===== src/rtl/tprc_pkg.sv =====
// Package for the timer prescale/reload calculator.
// Holds status codes, field widths and the divider request/response types.
// No dependencies.
package tprc_pkg;

    localparam int unsigned DataW = 32;
    localparam int unsigned CntW  = 6;

    localparam logic [DataW-1:0] CoreClockReset = 32'd8000000;
    localparam logic [DataW-1:0] ReloadLimit    = 32'h0000_FFFF;
    localparam logic [DataW-1:0] PrescaleMax    = 32'h0000_FFFF;

    localparam logic [3:0] TimerFirst = 4'd1;
    localparam logic [3:0] TimerLast  = 4'd4;

    // Divider codes below this one divide the core clock by one
    localparam logic [2:0] ApbDivFirstShift = 3'd4;
    localparam logic [2:0] ApbDivShiftBias  = 3'd3;

    localparam logic [1:0] StatusOk        = 2'd0;
    localparam logic [1:0] StatusBadTimer  = 2'd1;
    localparam logic [1:0] StatusLowFreq   = 2'd2;
    localparam logic [1:0] StatusOverflow  = 2'd3;

    // Register byte address bit that selects the register
    localparam logic RegCoreClock = 1'b0;
    localparam logic RegApbDiv    = 1'b1;

    typedef struct packed {
        logic             start;
        logic [DataW-1:0] dividend;
        logic [DataW-1:0] divisor;
    } div_req_t;

    typedef struct packed {
        logic             done;
        logic [DataW-1:0] quotient;
    } div_rsp_t;

endpackage


===== src/rtl/tprc_div.sv =====
// Bit-serial restoring divider, one quotient bit per cycle.
// Depends on tprc_pkg for the request/response types.
module tprc_div
    import tprc_pkg::*;
(
    input  logic     aclk,
    input  logic     aresetn,
    input  div_req_t req,
    output div_rsp_t rsp
);

    logic [DataW-1:0] rem_reg;
    logic [DataW-1:0] quo_reg;
    logic [DataW-1:0] divisor_reg;
    logic [CntW-1:0]  cnt_reg;
    logic             busy_reg;
    logic             done_reg;

    logic [DataW:0]   trial;
    logic [DataW:0]   diff;
    logic             fits;

    // Shift the next dividend bit into the partial remainder and try the subtract
    assign trial = {rem_reg, quo_reg[DataW-1]};
    assign diff  = trial - {1'b0, divisor_reg};
    assign fits  = ~diff[DataW];

    always_ff @(posedge aclk) begin
        if (!aresetn) begin
            busy_reg <= 1'b0;
            done_reg <= 1'b0;
            cnt_reg  <= '0;
        end else begin
            // Pulse done on the last quotient bit
            done_reg <= !req.start && busy_reg && (cnt_reg == CntW'(1));
            if (req.start) begin
                rem_reg     <= '0;
                quo_reg     <= req.dividend;
                divisor_reg <= req.divisor;
                cnt_reg     <= CntW'(DataW);
                busy_reg    <= 1'b1;
            end else if (busy_reg) begin
                rem_reg  <= fits ? diff[DataW-1:0] : trial[DataW-1:0];
                quo_reg  <= {quo_reg[DataW-2:0], fits};
                cnt_reg  <= cnt_reg - CntW'(1);
                if (cnt_reg == CntW'(1)) begin
                    busy_reg <= 1'b0;
                end
            end
        end
    end

    assign rsp.done     = done_reg;
    assign rsp.quotient = quo_reg;

endmodule


===== src/rtl/timer_prescale_reload_calc_core.sv =====
// Timer prescale/reload calculator: one item in, one result out.
// Flow: a bad timer or a low frequency goes straight to the output register; otherwise the
// item runs the base, prescale and reload divisions in turn on the one bit-serial divider,
// stopping after the prescale division on a prescaler overflow, then loads the output register.
// Throughput: one item at a time; the next item is taken while a result waits.
// Reset: synchronous, active low; clears control, core_clock to 8000000 and
// the divider code to 0.
module timer_prescale_reload_calc_core
    import tprc_pkg::*;
(
    input  logic        aclk,
    input  logic        aresetn,
    // APB configuration
    input  logic        psel,
    input  logic        penable,
    input  logic        pwrite,
    input  logic [2:0]  paddr,
    input  logic [31:0] pwdata,
    output logic [31:0] prdata,
    output logic        pready,
    // Input items
    input  logic        s_tvalid,
    output logic        s_tready,
    input  logic [39:0] s_tdata,   // [3:0] timer_number, [35:4] frequency, [39:36] zero
    // Result items
    output logic        m_tvalid,
    input  logic        m_tready,
    output logic [39:0] m_tdata    // [1:0] status, [17:2] prescale, [33:18] reload, rest zero
);

    typedef enum logic [2:0] {
        ST_IDLE,
        ST_BASE,
        ST_PRE,
        ST_REL,
        ST_PUT
    } state_t;

    state_t           state_reg;
    logic [DataW-1:0] core_clock_reg;
    logic [2:0]       apb_div_reg;

    logic [DataW-1:0] base_reg;
    logic [15:0]      pre_reg;
    logic [1:0]       res_status_reg;
    logic [15:0]      res_prescale_reg;
    logic [15:0]      res_reload_reg;

    logic             m_tvalid_reg;
    logic [1:0]       m_status_reg;
    logic [15:0]      m_prescale_reg;
    logic [15:0]      m_reload_reg;

    logic             div_start_reg;
    logic [DataW-1:0] div_dividend_reg;
    logic [DataW-1:0] div_divisor_reg;
    div_req_t         div_req;
    div_rsp_t         div_rsp;

    logic [3:0]       in_timer;
    logic [DataW-1:0] in_freq;
    logic [DataW-1:0] in_half;
    logic [2:0]       bus_shift;
    logic             cfg_write;
    logic             div_go;

    assign in_timer  = s_tdata[3:0];
    assign in_freq   = s_tdata[35:4];
    assign in_half   = {1'b0, in_freq[DataW-1:1]};
    assign bus_shift = (apb_div_reg < ApbDivFirstShift) ? 3'd0
                                                        : apb_div_reg - ApbDivShiftBias;
    assign cfg_write = psel & penable & pwrite & pready;

    // Start a division on a good item, after the base one and after an in-range prescale
    assign div_go = (state_reg == ST_IDLE && s_tvalid
                     && !(in_timer < TimerFirst || in_timer > TimerLast)
                     && in_half != '0)
                 || (state_reg == ST_BASE && div_rsp.done)
                 || (state_reg == ST_PRE && div_rsp.done
                     && !(div_rsp.quotient > PrescaleMax));

    // Configuration registers
    always_ff @(posedge aclk) begin
        if (!aresetn) begin
            core_clock_reg <= CoreClockReset;
            apb_div_reg    <= '0;
        end else if (cfg_write) begin
            unique case (paddr[2])
                RegCoreClock: core_clock_reg <= pwdata;
                RegApbDiv:    apb_div_reg    <= pwdata[2:0];
                default:      ;
            endcase
        end
    end

    assign pready = 1'b1;
    assign prdata = (paddr[2] == RegApbDiv) ? {29'd0, apb_div_reg} : core_clock_reg;

    always_ff @(posedge aclk) begin
        if (!aresetn) begin
            state_reg     <= ST_IDLE;
            m_tvalid_reg  <= 1'b0;
            div_start_reg <= 1'b0;
        end else begin
            div_start_reg <= div_go;
            // Drop the result once taken, unless a new one is loaded this cycle
            if (m_tvalid_reg && m_tready && state_reg != ST_PUT) begin
                m_tvalid_reg <= 1'b0;
            end
            unique case (state_reg)
                ST_IDLE: begin
                    if (s_tvalid) begin
                        res_prescale_reg <= '0;
                        res_reload_reg   <= '0;
                        if (in_timer < TimerFirst || in_timer > TimerLast) begin
                            res_status_reg <= StatusBadTimer;
                            state_reg      <= ST_PUT;
                        end else if (in_half == '0) begin
                            res_status_reg <= StatusLowFreq;
                            state_reg      <= ST_PUT;
                        end else begin
                            div_dividend_reg <= core_clock_reg >> bus_shift;
                            div_divisor_reg  <= in_half;
                            state_reg        <= ST_BASE;
                        end
                    end
                end
                ST_BASE: begin
                    if (div_rsp.done) begin
                        base_reg         <= div_rsp.quotient;
                        div_dividend_reg <= div_rsp.quotient;
                        div_divisor_reg  <= ReloadLimit;
                        state_reg        <= ST_PRE;
                    end
                end
                ST_PRE: begin
                    if (div_rsp.done) begin
                        if (div_rsp.quotient > PrescaleMax) begin
                            res_status_reg <= StatusOverflow;
                            state_reg      <= ST_PUT;
                        end else begin
                            pre_reg          <= div_rsp.quotient[15:0];
                            div_dividend_reg <= base_reg;
                            div_divisor_reg  <= {16'd0, div_rsp.quotient[15:0]} + 32'd1;
                            state_reg        <= ST_REL;
                        end
                    end
                end
                ST_REL: begin
                    if (div_rsp.done) begin
                        res_status_reg   <= StatusOk;
                        res_prescale_reg <= pre_reg;
                        res_reload_reg   <= div_rsp.quotient[15:0];
                        state_reg        <= ST_PUT;
                    end
                end
                ST_PUT: begin
                    // Hold until the output register is free
                    if (!m_tvalid_reg || m_tready) begin
                        m_tvalid_reg   <= 1'b1;
                        m_status_reg   <= res_status_reg;
                        m_prescale_reg <= res_prescale_reg;
                        m_reload_reg   <= res_reload_reg;
                        state_reg      <= ST_IDLE;
                    end
                end
                default: state_reg <= ST_IDLE;
            endcase
        end
    end

    assign div_req.start    = div_start_reg;
    assign div_req.dividend = div_dividend_reg;
    assign div_req.divisor  = div_divisor_reg;

    tprc_div u_div (
        .aclk    (aclk),
        .aresetn (aresetn),
        .req     (div_req),
        .rsp     (div_rsp)
    );

    assign s_tready = (state_reg == ST_IDLE);
    assign m_tvalid = m_tvalid_reg;
    assign m_tdata  = {6'd0, m_reload_reg, m_prescale_reg, m_status_reg};

endmodule


===== config.mk =====
export PLATFORM = sky130hd
export DESIGN_NAME = timer_prescale_reload_calc_core
export DESIGN_NICKNAME = d
export VERILOG_FILES = /design/src/rtl/tprc_pkg.sv /design/src/rtl/tprc_div.sv /design/src/rtl/timer_prescale_reload_calc_core.sv
export SDC_FILE = /design/constraint.sdc
export NUM_CORES = 1
export LEC_CHECK = 0
export BUFFER_PORTS_ARGS = -buffer_cell sky130_fd_sc_hd__buf_2
export CORE_MARGIN = 10
export CORE_UTILIZATION = 40
export DETAILED_ROUTE_END_ITERATION = 8
export GPL_ROUTABILITY_DRIVEN = 0
export GPL_TIMING_DRIVEN = 1
export PLACE_DENSITY = 0.56
export SKIP_LAST_GASP = 1
export SLEW_MARGIN = 30
export SYNTH_ARGS = -nofsm -noshare
export SYNTH_HDL_FRONTEND = slang
export SYNTH_SLANG_ARGS = --single-unit

===== constraint.sdc =====
create_clock -name aclk -period 8.2 [get_ports aclk]
set_clock_uncertainty 0.1 [all_clocks]
set_input_delay 0.82 -clock aclk [delete_from_list [all_inputs] [get_ports aclk]]
set_output_delay 0.82 -clock aclk [all_outputs]
set_load 0.02 [all_outputs]

## Yosys cells after proc, flatten, opt, wreduce, memory -nomap -nowiden

Cells that the tools add are included.

- Bitwise gates (word level): 6
- $lt $le $gt $ge: 4
- Reduce and logical (&&, ||, !) cells: 37
- Shift-type cells: 1
- Multiplexer cells: 49
- Equality and inequality tests: 16
- Add/sub/neg operators: 4

Operators by type and width:

| operator | count |
|---|---|
| $mux 32 | 17 |
| $pmux 32 s3 | 2 |
| $pmux 16 s2 | 2 |
| $mux 16 | 3 |
| $sub 33x32->33 | 1 |
| $gt 32x16->1 const B | 1 |
| $logic_not 32->1 | 1 |
| $reduce_bool 32->1 | 1 |
| $shr 32x3->32 | 1 |
| $mux 3 | 9 |
| $add 16x1->17 const B | 1 |
| $pmux 3 s5 | 1 |
| $mux 2 | 6 |
| $mux 6 | 2 |
| $logic_and 1x1->1 | 10 |
| $ne 2x2->1 const B | 5 |
| $ne 2x1->1 const B | 4 |
| $reduce_and 2->1 | 4 |
| $reduce_and 4->1 | 2 |
| $reduce_and 8->1 | 1 |
| $reduce_and 7->1 | 1 |
| $eq 3x2->1 const B | 2 |
| $eq 6x1->1 const B | 1 |
| $mux 1 | 6 |
| other kinds (20) | 33 |

- Register bits after elaboration: 324
- Logic and storage cells: 139
- Output and inout bits: 75

## Depth between registers and ports, before layout

- Depth after elaboration: 7
- Gate-level depth with buffers: 13
- Depth with buffers taken out: 11

## Cells and area by module

Synthesis repeated with hierarchy kept, for this count alone.

- Cell total of the unflattened synthesis: 1335
- Area total of the unflattened synthesis: 15523.6 um^2

By module, submodules not included:

| module | cells each | instances | seq. area each (um^2) | area each (um^2) |
|---|---|---|---|---|
| timer_prescale_reload_calc_core | 764 | 1 | 6175.9 | 9492.9 |
| tprc_div | 571 | 1 | 3042.9 | 6030.8 |

## Least setup slack after synthesis

OpenSTA, ideal clock, no wires.

- Path kind: input-to-reg
- Start point: in s_tdata[0]
- End point: reg div_dividend_reg[0], enable pin
- Buffers on the path: 0
- Arrival: 5736 ps
- Stages: 5
- Setup slack: 1802 ps
- Library setup time: 562 ps
- Cells stage by stage: nor2_1 -> xnor2_1 -> o211ai_1 -> a22o_1 -> nor3_1

- Word-level cells in the longest chain between the ends: 4

Ends and longest elaborated chain:

| what | line | source |
|---|---|---|
| start: declaration | timer_prescale_reload_calc_core.sv:24 | `input logic [39:0] s_tdata,` |
| $lt 4x1->1 / $gt 4x3->1 (equally long branches) | timer_prescale_reload_calc_core.sv:115 | `if (in_timer < TimerFirst \|\| in_timer > TimerLast) begin` |
| $logic_or 1x1->1 * | timer_prescale_reload_calc_core.sv:115 |  |
| $ne 2x2->1 (no source line) * | n/a |  |
| $reduce_and 8->1 (no source line) * | n/a |  |
| end signal: assignment | timer_prescale_reload_calc_core.sv:122 | `div_dividend_reg <= core_clock_reg >> bus_shift;` |
| end signal: assignment | timer_prescale_reload_calc_core.sv:131 | `div_dividend_reg <= div_rsp.quotient;` |
| end signal: assignment | timer_prescale_reload_calc_core.sv:143 | `div_dividend_reg <= base_reg;` |
| end: declaration | timer_prescale_reload_calc_core.sv:55 | `logic [DataW-1:0] div_dividend_reg;` |

Mark *: on every way between the ends. The rest lies on a longest branch, timed or not.
A chain may end at the register's enable or synchronous reset.

## Worst setup path after layout

- Start point: reg u_div.quo_reg[31]
- End point: reg u_div.rem_reg[18], data pin

- Word-level cells in the longest chain between the ends: 3

Ends and longest elaborated chain:

| what | line | source |
|---|---|---|
| start: declaration | tprc_div.sv:13 | `logic [DataW-1:0] quo_reg;` |
| start signal: assignment | tprc_div.sv:38 | `quo_reg <= req.dividend;` |
| start signal: assignment | tprc_div.sv:44 | `quo_reg <= {quo_reg[DataW-2:0], fits};` |
| $sub 33x32->33 | tprc_div.sv:25 | `assign diff = trial - {1'b0, divisor_reg};` |
| $mux 32 | tprc_div.sv:43 | `rem_reg <= fits ? diff[DataW-1:0] : trial[DataW-1:0];` |
| $mux 32 | tprc_div.sv:42 | `end else if (busy_reg) begin` |
| end signal: assignment | tprc_div.sv:43 |  |
| end: declaration | tprc_div.sv:12 | `logic [DataW-1:0] rem_reg;` |

No other way between the ends. The select of a mux whose other input is x is not followed.

==> summary.txt <==
Logic synthesis
  • Ys async rst share: 0%
  • Synth unique cells: 69
  • Post-synth EDFFs: 274
  • Seq/Total Area, Yosys: 59.3%
  • Synthesized flop and latch total: 322
  • Syn. warnings: 0
  • Synth Flop Type: edfxtp_1
  • Cells after Synth: 1311
  • Post-Syn Area: 0.0155 mm²
  • Synth Area per Inst: 11.8 µm²

Clock tree
  • CTS Root Buffer Type: clkbuf_16
  • Num CTS Buffers: 36
  • Cts hold-fix bufs: 0
  • Resize count post-CTS: 0
  • Setup repair bufs after CTS: 0
  • Clock Latency Late Sink: about 0.52 ns
  • # clock sinks: 322
  • CTS clk-pin slew, worst paths: 0.06 ns
  • TritonCTS clock tree: yes
  • Max Root-Sink Buffers: 3
  • CTS H-tree lvls: 2

Critical path
  • Startpoint Class: flip-flop
  • CP arrival: 4.12 ns
  • Critical path type: flip-flop to flip-flop
  • CP required: approximately 8.3 ns
  • CP Max Fanout: 25
  • Crit. End Element: flip-flop

Hold path
  • HP Class: flip-flop to flip-flop

Timing
  • Hold WS: 0.313 ns
  • Slew of the pin with the lowest slew margin: 0.954 ns
  • Setup violations, final: 0
  • Final worst slack: 4.22 ns
  • Fin crit share: 48.6%
  • Minimum clock period: around 4.0 ns
  • Slew Limit Fails: 0
  • Setup_tns: 0 ns
  • Final hold vios: 0
  • RSZ-0062 raised after global routing: no
  • Fmax: 0.251 GHz
  • Slew HR: 36.3%

Final layout
  • Fin nets: 1553
  • Fraction of layout cells with a size suffix above 1: a little under a fifth
  • Fillers: 3560
  • P&R area growth vs syn: 15.4%
  • Final Non-Filler Cells: 1982

Die
  • Die H: 217 µm
  • Boundary pin count: 157
  • Starting Density: approximately two fifths
  • Row count: around 70
  • Core footprint: 0.0385 mm²
  • Die Width: 217 µm
  • Die ar.: 0.0470 mm²

Routing
  • DR vias: roughly 11000
  • DR pass1 iterations: 6
  • DRT Wirelength: around 38 mm
  • 1st-iter DRT viols: 719
  • DR WL/cell: approximately 19 µm
  • Post-route ant nets: 0
  • Remaining DRCs: 0
  • Vias per inst: 5.30

Global routing
  • Number of global-route vias before repair: 10600
  • Initial antenna violation count: 1
  • Tot GR Track Use: between 10% and 20%
  • Global route overflow: 0
  • First-pass GRT wire length: around 60 mm
  • Largest net degree at the start of global routing: 67

Power
  • Pwr Total: about 0.0038 W
  • Worst IR Drop VDD: 0.107 mV
  • PD cells: 211 mW/mm²
  • Leak: just under 7 nW

Run
  • Maxcap violations: 0

Place
  • Placed Cells: 1915
  • Detailed Place HPWL: 26.5 mm
  • Count of input and output buffers: roughly 140
  • Pre-CTS WS: roughly 4.2 ns

Run status
  • Outcome: complete, no violations
==> synthesized netlist by cell type, drive strengths merged (2+ instances only) <==
cell type | instances | area [µm²]
a2111oi | 2 | 23.8
a211o | 2 | 17.5
a211oi | 9 | 72.6
a21boi | 30 | 225
a21o | 9 | 67.6
a21oi | 57 | 285
a222oi | 30 | 300
a22oi | 4 | 30.0
a31o | 2 | 17.5
a31oi | 6 | 52.6
and2 | 38 | 238
and3 | 21 | 131
and4 | 7 | 61.3
buf | 22 | 143
clkbuf | 56 | 211
conb | 2 | 7.51
dfxtp | 48 | 961
edfxtp | 274 | 8230
ha | 35 | 438
inv | 47 | 176
mux2 | 37 | 420
mux2i | 79 | 791
nand2 | 187 | 704
nand2b | 13 | 81.3
nand3 | 31 | 155
nand3b | 2 | 15.0
nand4 | 13 | 81.3
nor2 | 64 | 243
nor2b | 38 | 238
nor3 | 14 | 75.1
nor4 | 14 | 87.6
o2111ai | 3 | 32.5
o211ai | 16 | 120
o21a | 8 | 60.1
o21ai | 23 | 115
o22ai | 3 | 18.8
o311ai | 3 | 26.3
or2 | 3 | 18.8
or3 | 4 | 25.0
or4 | 2 | 15.0
xnor2 | 27 | 244
xor2 | 14 | 123
==> layout make-up <==
type                    instances  area (µm²)  area share [%]
diodes                          1        2.50          0.0140
clock buffers                  46        1000            5.60
clock inverters                20         135           0.755
inverters                      47         176           0.986
multi-input cells             869        5870            32.8
flip-flops and latches        322        9190            51.4
well taps                     518         648            3.62
repair buffers                159         866            4.84
==> critical path: stages, from the launching register on <==
cell	delay, ns
edfxtp_1	0.51
inv_1	0.08
ha_1	0.24
fa_1	0.42
nand2b_1	0.19
a21oi_1	0.39
o2111ai_2	0.19
nand2_2	0.18
a31oi_4	0.13
xnor2_4	0.49
buf_4	0.46
mux2i_1	0.23
nor2_1	0.06
==> final timing paths <==
check,startpoint,endpoint,slack [ns],cells past startpoint
min reg2reg,div_divisor_reg[14]$_DFFE_PP_,u_div.divisor_reg[14]$_DFFE_PP_,0.31,0
min,div_divisor_reg[14]$_DFFE_PP_,u_div.divisor_reg[14]$_DFFE_PP_,0.31,0
max,u_div.quo_reg[31]$_DFFE_PP_,u_div.rem_reg[18]$_SDFFCE_PP0P_,4.22,12
max reg2reg,u_div.quo_reg[31]$_DFFE_PP_,u_div.rem_reg[18]$_SDFFCE_PP0P_,4.22,12
==> layer usage <==
layer	vias up	GRT usage, %	routed length [µm]
met4	0	4.59	821
li1	5083	-	-
met5	-	0	0
met2	303	25.9	17900
met1	5079	20.9	17100
met3	44	3.08	2110
==> logic make-up (layout without fill, tap and decap cells) <==
kind of cell    after synthesis  after routing  share of synthesized area, %
buf+inv                     125            272                          3.42
compound gates              216            216                          9.98
other cells                   2              8                        0.0485
xor+xnor                     41             41                          2.37
mux                         116            116                          7.82
flops                       322            322                          59.3
simple gates                453            453                          14.1
fa+ha+maj                    36             36                          2.95
==> power by group <==
| part | total, W | switching [W] | internal [W] |
|---|---|---|---|
| Sequential | 0.00188 | 0.0000366 | 0.00185 |
| Clock | 0.00154 | 0.000639 | 0.000898 |
| Combinational | 0.000348 | 0.000212 | 0.000135 |
| Total | 0.00377 | 0.000888 | 0.00288 |
==> cell usage in the layout, fill, tap and decap left out, types with 31 or more instances in the layout <==
cell type,synthesis,routed
dfxtp_1,48,47
clkbuf_16,0,38
ha_1,35,35
mux2i_1,79,79
nand3_1,31,31
mux2_2,35,35
nor2b_1,38,37
nand2_1,186,186
edfxtp_1,274,274
nor2_1,63,59
buf_2,9,142
and2_1,38,38
a21oi_1,57,55
inv_1,47,47
==> per-stage QoR <==
stage,util [%],cell area (µm²)
after global placement,43.4,16700
after global routing,46.5,17900
after detailed placement,43.5,16800
final,46.5,17900
after floorplan,-,15500
after CTS,46.5,17900
(Power assumes the default switching activity.)
